## src/hw/rtl/plb_pkg.sv

```systemverilog
`default_nettype none
// ----------------------------------------------------------------------------
// plb_pkg
// Shared types and blend mode codes for the pixel layer blend block.
// ----------------------------------------------------------------------------
package plb_pkg;

   typedef logic [1:0] blend_mode_type;
   typedef logic [7:0] chan_type;

   localparam blend_mode_type MODE_MULTIPLY = 2'd0;
   localparam blend_mode_type MODE_SUBTRACT = 2'd1;
   localparam blend_mode_type MODE_OVERLAY  = 2'd2;
   localparam blend_mode_type MODE_SCREEN   = 2'd3;

   localparam chan_type CHAN_MAX = 8'd255;

endpackage
`default_nettype wire

```

## src/hw/rtl/plb_blend_core.sv

```systemverilog
`default_nettype none
// ----------------------------------------------------------------------------
// plb_blend_core
// Combinational blend of two channel values: one 8x8 product, a divide by
// 255 through a reciprocal multiply with one correction step, and a final
// select per mode.
// ----------------------------------------------------------------------------
module plb_blend_core (
   input  plb_pkg::blend_mode_type mode,
   input  plb_pkg::chan_type       layer_a,
   input  plb_pkg::chan_type       layer_b,
   output plb_pkg::chan_type       blended
);
   import plb_pkg::*;

   logic        use_inv;
   logic        dbl;
   chan_type    op_a;
   chan_type    op_b;
   logic [15:0] prod;
   logic [16:0] num;
   logic [24:0] recip;
   logic [8:0]  q0;
   logic [16:0] q0_x255;
   logic [16:0] rem;
   logic [8:0]  quot;
   chan_type    diff;

   // Inverted operands take the ceiling form: ceil(x/255) = floor((x+254)/255)
   assign use_inv = (mode == MODE_SCREEN) || ((mode == MODE_OVERLAY) && layer_b[7]);
   assign dbl     = (mode == MODE_OVERLAY);
   assign op_a    = use_inv ? (CHAN_MAX - layer_a) : layer_a;
   assign op_b    = use_inv ? (CHAN_MAX - layer_b) : layer_b;
   assign prod    = op_a * op_b;
   assign num     = (dbl ? {prod, 1'b0} : {1'b0, prod}) + (use_inv ? 17'd254 : 17'd0);

   // x*257/65536 is floor(x/255) or one below it for x under 2^17
   assign recip   = {num, 8'd0} + {8'd0, num};
   assign q0      = recip[24:16];
   assign q0_x255 = {q0, 8'd0} - {8'd0, q0};
   assign rem     = num - q0_x255;
   assign quot    = (rem >= 17'd255) ? (q0 + 9'd1) : q0;

   assign diff    = (layer_a >= layer_b) ? (layer_a - layer_b) : 8'd0;

   always_comb begin
      unique case (mode)
         MODE_MULTIPLY: blended = quot[7:0];
         MODE_SUBTRACT: blended = diff;
         MODE_OVERLAY:  blended = use_inv ? (CHAN_MAX - quot[7:0]) : quot[7:0];
         MODE_SCREEN:   blended = CHAN_MAX - quot[7:0];
         default:       blended = quot[7:0];
      endcase
   end

endmodule
`default_nettype wire

```

## src/hw/rtl/pixel_layer_blend.sv

```systemverilog
`default_nettype none
// ----------------------------------------------------------------------------
// pixel_layer_blend
// Per-channel blend of two image layers selected by a mode register.
// ----------------------------------------------------------------------------
// Pipeline: an accepted input passes the input register, then the result
//   register after the blend logic.
// Throughput: one item per cycle while rsp_ready is high; the single 8x8 multiply
//   and divide-by-255 path between the two registers sets the cycle time.
// Reset: synchronous; clears both valid flags and sets the mode to multiply.
module pixel_layer_blend (
   input  wire                     clock,
   input  wire                     reset,
   input  wire                     req_valid,
   output logic                    req_ready,
   input  plb_pkg::chan_type       req_layer_a,
   input  plb_pkg::chan_type       req_layer_b,
   output logic                    rsp_valid,
   input  wire                     rsp_ready,
   output plb_pkg::chan_type       rsp_blended,
   input  wire                     csr_wr_en,
   input  plb_pkg::blend_mode_type csr_wr_data
);
   import plb_pkg::*;

   blend_mode_type mode_ff;
   logic           in_valid_ff;
   logic           in_valid_in;
   chan_type       a_ff;
   chan_type       b_ff;
   logic           out_valid_ff;
   logic           out_valid_in;
   chan_type       out_data_ff;
   chan_type       blend_res;
   logic           out_adv;
   logic           req_take;

   // Result register is free when empty or being drained this cycle
   assign out_adv   = !out_valid_ff || rsp_ready;
   assign req_ready = !in_valid_ff || out_adv;
   assign req_take  = req_valid && req_ready;

   assign in_valid_in  = req_take || (in_valid_ff && !out_adv);
   assign out_valid_in = out_adv ? in_valid_ff : out_valid_ff;

   always_ff @(posedge clock) begin
      if (reset) begin
         mode_ff      <= MODE_MULTIPLY;
         in_valid_ff  <= 1'b0;
         out_valid_ff <= 1'b0;
      end else begin
         if (csr_wr_en) begin
            mode_ff <= csr_wr_data;
         end
         in_valid_ff  <= in_valid_in;
         out_valid_ff <= out_valid_in;
      end
   end

   always_ff @(posedge clock) begin
      if (req_take) begin
         a_ff <= req_layer_a;
         b_ff <= req_layer_b;
      end
      if (out_adv && in_valid_ff) begin
         out_data_ff <= blend_res;
      end
   end

   plb_blend_core u_core (
      .mode    (mode_ff),
      .layer_a (a_ff),
      .layer_b (b_ff),
      .blended (blend_res)
   );

   assign rsp_valid   = out_valid_ff;
   assign rsp_blended = out_data_ff;

   a_no_overwrite: assert property (@(posedge clock) disable iff (reset)
      req_take |-> (!in_valid_ff || out_adv))
      else $error("input register overwritten while holding an item");

   a_item_moves: assert property (@(posedge clock) disable iff (reset)
      (in_valid_ff && out_adv) |=> rsp_valid)
      else $error("item lost between input and result register");

   a_ready_when_empty: assert property (@(posedge clock) disable iff (reset)
      (!in_valid_ff && !out_valid_ff) |-> req_ready)
      else $error("block not ready while empty");

   a_reset_clears: assert property (@(posedge clock)
      reset |=> (!rsp_valid && !in_valid_ff))
      else $error("valid flags not cleared by reset");

endmodule
`default_nettype wire
```

## config.mk

```make
export PLATFORM = sky130hd
export DESIGN_NAME = pixel_layer_blend
export DESIGN_NICKNAME = d
export VERILOG_FILES = /design/src/hw/rtl/plb_pkg.sv /design/src/hw/rtl/plb_blend_core.sv /design/src/hw/rtl/pixel_layer_blend.sv
export SDC_FILE = /design/constraint.sdc
export NUM_CORES = 1
export LEC_CHECK = 0
export ABC_AREA = 1
export BUFFER_PORTS_ARGS = -buffer_cell sky130_fd_sc_hd__buf_2
export CAP_MARGIN = 5
export CORE_MARGIN = 8
export CORE_UTILIZATION = 65
export DETAILED_ROUTE_END_ITERATION = 10
export PLACE_DENSITY = 0.88
export SYNTH_ARGS = -nofsm -noshare
export SYNTH_HDL_FRONTEND = slang
export SYNTH_SLANG_ARGS = --single-unit
```

## constraint.sdc

```tcl
create_clock -name clock -period 15.2 [get_ports clock]
set_input_delay 3.04 -clock clock [delete_from_list [all_inputs] [get_ports clock]]
set_output_delay 3.04 -clock clock [all_outputs]
set_load 0.1 [all_outputs]
```

After elaboration in Yosys (flattened, before gate mapping)
Cells that the tools add are included.

Flip-flop bits (word level): 28. Logic and storage cells: 41. Input bits: 23. Latch bits: 0. Output and inout bits: 10. Bits in read-only memories: 0. Memory bits (writable): 0. Memories: 0.

Eq/ne operators: 3. Order comparisons: 2. Bitwise logic cells: 0. Shift operators: 0. $mul: 1. Reductions and logical operators: 12. Mux-type cells: 8. Divide/modulo/power cells: 0. Add/sub/neg operators: 9.

Operators by type and width (count): 8-bit 2-to-1 mux (6); 8-bit case mux with 4 select lines (1); 25-bit by 17-bit adder with 25-bit output (1); 8-bit subtractor (first input constant) (3); 17-bit adder (1); 17-bit by 8-bit greater-or-equal comparator with 1-bit output (second input constant) (1); 17-bit 2-to-1 mux (1); 17-bit subtractor (1); 17-bit by 9-bit subtractor with 17-bit output (1); 8-bit by 8-bit multiplier with 16-bit output (1); 8-bit by 1-bit adder with 8-bit output (second input constant) (1); 8-bit greater-or-equal comparator (1); 8-bit subtractor (1); 2-bit == test (second input constant) (2); 1-bit logical AND (4); 1-bit logical OR (4); 1-bit logical NOT (3); 2-bit by 1-bit == test with 1-bit output (second input constant) (1); 2-bit logical NOT (1).

Longest topological paths before layout
Depth in word-level cells: 15. Mapped depth: 68. Gate-level depth less buffers: 67.

Modules after synthesis
From an unflattened synthesis, not the netlist that was laid out.

Cell total of the unflattened synthesis: 901. Area total of the unflattened synthesis: 6184.7 µm².

Modules (own cells, without submodules): plb_blend_core (cells each 856, times used 1, area an instance 5303.8 µm², sequential area each 0.0 µm²); pixel_layer_blend (cells each 45, times used 1, area an instance 880.8 µm², sequential area each 800.8 µm²).

Least setup slack after synthesis
No wires, ideal clock.

Path kind: register to register. Start: register b_ff[7]. End: register out_data_ff[2] (netlist: rsp_blended[2]), data pin. Path slack: 5.090 ns. Arrival time: 9.860 ns. Clock period less this slack: 10.110 ns. Cell stages (with the launch flop): 61. Path buffers: 1. Library setup time: 0.249 ns. Data required time: 14.951 ns. Path through: edfxtp_1 -> inv_2 -> a21oi_4 -> buf_1 -> xor2_1 -> inv_1 -> nor2_1 -> fa_1 -> fa_1 -> inv_1 -> fa_1 -> fa_1 -> inv_1 -> ha_1 -> inv_1 -> nand2_1 -> nand2_1 -> nand2_1 -> [... 25 more ...] -> a21oi_1 -> o21ai_0 -> a21o_1 -> a21o_1 -> a21oi_1 -> xor2_1 -> nand2_1 -> nor2_1 -> nand3_1 -> nor2_1 -> nand3_4 -> nand2_4 -> xor2_2 -> inv_1 -> nand2_1 -> nand2_1 -> nand2_1 -> inv_1.

Longest elaborated chain between the ends: 14. Elaborated cells on any way between the ends: 20. Those cells by class: add/sub (7); mul (1); order compare (2); mux (8); reduce/logical (2).

Ends and longest elaborated chain: from (decl) (RTL line pixel_layer_blend.sv:30) `chan_type b_ff;`; from (signal assigned) (RTL line pixel_layer_blend.sv:63) `b_ff <= req_layer_b;`; parallel branches: the longest is 13 deep, another holds 25-bit by 17-bit adder with 25-bit output; 8-bit case mux with 4 select lines (*) (RTL line plb_blend_core.sv:47) `unique case (mode)`; via blend_res[2] (RTL line pixel_layer_blend.sv:34) `chan_type blend_res;`; to (signal assigned) (RTL line pixel_layer_blend.sv:66) `out_data_ff <= blend_res;`; to (decl) (RTL line pixel_layer_blend.sv:33) `chan_type out_data_ff;`.

Mark *: on every way through the listed nets, which the timed path passes. A chain may end at the register's enable or synchronous reset.

Final worst setup path
Start: register b_ff[7]. End: register out_data_ff[0] (netlist: rsp_blended[0]), data pin.

The elaborated chain is that of the path after synthesis.

==> results.txt <==
HPWL after detailed placement: 12500 um
Maximum number of pins on one net before global-route repair: 33
Effective utilization at floorplan: 65.8%
Setup clock skew after layout: 13.3 ps
Basic-gate share of the synthesized area counting and, or, nand and nor cells: 29.7%
Maximum root-to-sink buffer count: 2
TritonCTS clock tree: yes
Most numerous cell in the Yosys netlist: sky130_fd_sc_hd__nand2_1
Hold Path Class: reg -> reg
Post-Place Cells: 1087
Dominant synthesized flop cell: sky130_fd_sc_hd__edfxtp_1
Number of H-tree levels: 1
Area of the mapped netlist: 6350 um2
Clock transition at the register clock pins on the worst setup and hold paths after CTS: 100 ps
Number of synthesized flops with an enable pin: 24
Number of diodes: 0
Hold-fix buffers at CTS: 0
Number of ports placed on the die boundary: 33
Total setup buffers inserted after CTS: 0
Number of buffers added by the clock tree synthesis step: 3
Area of the placeable core: 9640 um2
Crit-path max FO: 32
Multiplexer share of the synthesized area: 0%
Synthesis-to-finish area growth: 5.91%
Shortest period the worst path allows: 11650 ps
Slowest cell on the critical path: sky130_fd_sc_hd__a21oi_4
Number of hold violations in the final report: 0
Number of input and output port buffers inserted: 32
Post-synthesis adder-cell area fraction: 29.6%
Number of cells in the finished layout apart from fillers: 1091
Total congestion overflow after global routing: 0
Weighted congestion at the end of routability-driven global placement: 0.948
WL/cell: 13.6 um
Buffer type at the clock tree root: sky130_fd_sc_hd__clkbuf_8
Max incr delay on CP: 850 ps
Biggest area contributors in the synthesized netlist: sky130_fd_sc_hd__ha_1, sky130_fd_sc_hd__fa_1, sky130_fd_sc_hd__nand2_1
Max_cap viols: 0
Die Y-Extent: 115 um
DRC errors left: 0
Part of the cycle the worst path needs: 76.6%
Dominant combinational cell family by area after synthesis: simple AND/OR/NAND/NOR gates
Post-Synthesis Mean Instance Area: 6.85 um2
Drt first pass iters: 5
Most frequent cells after synthesis: sky130_fd_sc_hd__nand2_1, sky130_fd_sc_hd__inv_1, sky130_fd_sc_hd__nor2_1
CP required: 15240 ps
Xor and xnor fraction of the mapped netlist area: 7.27%
Layout cells sized above 1: 7.93%
Compound-gate portion of the synthesized area: 9.03%
Drt via density: 5.43
Family with the most delay on the worst path: adder cells
Initial antenna violation count: 0
Number of nets in the layout: 1109
Count of fill cells added during filler insertion: 811
Max-slew headroom: 27.6%
CP Class: reg -> reg
Post-Synthesis Cells: 927
Num rows: 36
Portion of the post-synthesis area used by sequential elements: 12.6%
Post-route setup TNS: 0 ps
Critical Path Source Type: flop
Unrepaired setup endpoints after global routing: no
Number of max-slew violations in the final report: 0
Share of flip-flops with an asynchronous set or reset: 0%
Cts repair resizes: 0
Dpl cell area: 6650 um2
Peak Freq: 85.9 MHz
Final number of setup-violating endpoints: 0
Critical path's most frequent cell: sky130_fd_sc_hd__inv_1
Setup slack of the most critical reg-to-reg path: 3550 ps
Wire length after detailed routing: 14900 um
Insertion delay of the later-clocked pin in the worst-skew pair: 280 ps
Post-synthesis net count: 1077
Final cell area excluding filler cells: 6720 um2
Number of DRC markers after the initial detailed-route iteration: 386
Die area: 13200 um2
Result of the run: finished clean
Vias in the first global route: 5898
Antenna Violating Nets Remaining: 0
Worst Max-Slew Pin Slew: 1080 ps
CP Buf/Inv Count: 11
Vias: 5928
First-pass GRT wire length: 25700 um
Die X-Extent: 115 um
Crit. End Element: flop
Count of cell types in the netlist: 47
Data arrival time of the worst path: 11690 ps
GRT Total Usage: 23.3%
Warnings, synthesis: 0
Proportion of netlist area held by the largest area contributor: 17.3%
Number of synthesized register bits: 28
Number of clock sinks: 28
Leading area contributor after synthesis: sky130_fd_sc_hd__ha_1
## logic make-up (layout without fill, tap and decap cells)
group                    count (synthesis)  in the layout
AND/OR/NAND/NOR                        430            430
buffers and inverters                  197            228
adder cells (fa/ha/maj)                127            127
AO/OA/AOI/OAI                           94             94
XOR/XNOR                                51             51
flip-flops                              28             28
## worst paths after layout
kind                           from                  endpoint  cells past startpoint
max reg2reg       b_ff[7]$_DFFE_PP_  rsp_blended[0]$_DFFE_PP_                     55
max               b_ff[7]$_DFFE_PP_  rsp_blended[0]$_DFFE_PP_                     55
min reg2reg  in_valid_ff$_SDFF_PP0_    rsp_valid$_SDFFE_PP0P_                      2
min          in_valid_ff$_SDFF_PP0_    rsp_valid$_SDFFE_PP0P_                      2
## registers in the layout (all words and copies together), names as in the netlist
name / count
in_valid_ff: 1
a_ff: 8
rsp_blended: 8
b_ff: 8
rsp_valid: 1
mode_ff: 2
## through the flow
| step | worst slack, ps | hold WS, ps | utilization [%] |
|---|---|---|---|
| final | 3550 | 486 | 69.7 |
| after global routing | 2590 | 512 | 69.7 |
| after CTS | 3710 | 486 | 69.7 |
| after detailed placement | 3770 | 473 | 69.0 |
| after global placement | 3890 | 460 | 69.0 |
| after floorplan | 5090 | 445 | - |
## layout make-up
class / count / area (um2) / share of cell area, %
well taps: 133 / 166 / 2.48
flip-flops and latches: 28 / 801 / 11.9
inverters: 191 / 717 / 10.7
clock buffers: 3 / 41.3 / 0.614
multi-input cells: 702 / 4800 / 71.4
repair buffers: 33 / 168 / 2.49
clock inverters: 1 / 30.0 / 0.447
## routing by layer
metal / global-route usage [%] / wire length (um) / vias up
li1: - / - / 3010
met1: 29.5 / 6710 / 2697
met2: 40.6 / 6980 / 188
met3: 3.20 / 821 / 33
met4: 6.39 / 360 / 0
met5: 0 / 0 / -
## cell usage in the layout (no fill, tap or decap), types with 2 or more instances in the layout
cell                        netlist  final
sky130_fd_sc_hd__o211ai_1         2      2
sky130_fd_sc_hd__xor2_2           2      2
sky130_fd_sc_hd__nand3_2          3      3
sky130_fd_sc_hd__a21o_1           3      3
sky130_fd_sc_hd__dfxtp_1          4      4
sky130_fd_sc_hd__ha_1            88     88
sky130_fd_sc_hd__nand2_2          9      9
sky130_fd_sc_hd__a31oi_1          3      3
sky130_fd_sc_hd__nand3b_1         7      7
sky130_fd_sc_hd__nor2_2           3      3
sky130_fd_sc_hd__o2111ai_1        2      2
sky130_fd_sc_hd__o21ai_1          5      5
sky130_fd_sc_hd__inv_2            6      6
sky130_fd_sc_hd__xnor2_1         11     11
sky130_fd_sc_hd__fa_1            39     39
sky130_fd_sc_hd__nand3_1         69     69
sky130_fd_sc_hd__o21ai_0         17     17
sky130_fd_sc_hd__xor2_1          38     38
sky130_fd_sc_hd__nor4_1           3      3
sky130_fd_sc_hd__a21oi_1         39     39
sky130_fd_sc_hd__nor3_1           9      9
sky130_fd_sc_hd__or2_2            5      5
sky130_fd_sc_hd__a21oi_2          3      3
sky130_fd_sc_hd__o21bai_1         8      8
sky130_fd_sc_hd__o21a_1           2      2
sky130_fd_sc_hd__nand4_1         12     12
sky130_fd_sc_hd__a211oi_1         4      4
sky130_fd_sc_hd__buf_2            3     32
sky130_fd_sc_hd__edfxtp_1        24     24
sky130_fd_sc_hd__nor2_1         106    106
sky130_fd_sc_hd__clkbuf_8         0      3
sky130_fd_sc_hd__inv_1          184    184
sky130_fd_sc_hd__nand2_1        198    198
## worst register-to-register path, delay by kind of cell (launching register included)
family	cells	cell delay, ps
AOI/OAI and AO/OA	12	3130
and+or+nand+nor	20	2450
xor gates and xnor gates	2	460
DFF	1	470
buffers and inverters	11	770
adders and majority gates	10	4130
Power is left out: the tool's default activity adds up to more than one toggle a clock period on the data nets, which glitch-free logic cannot reach.
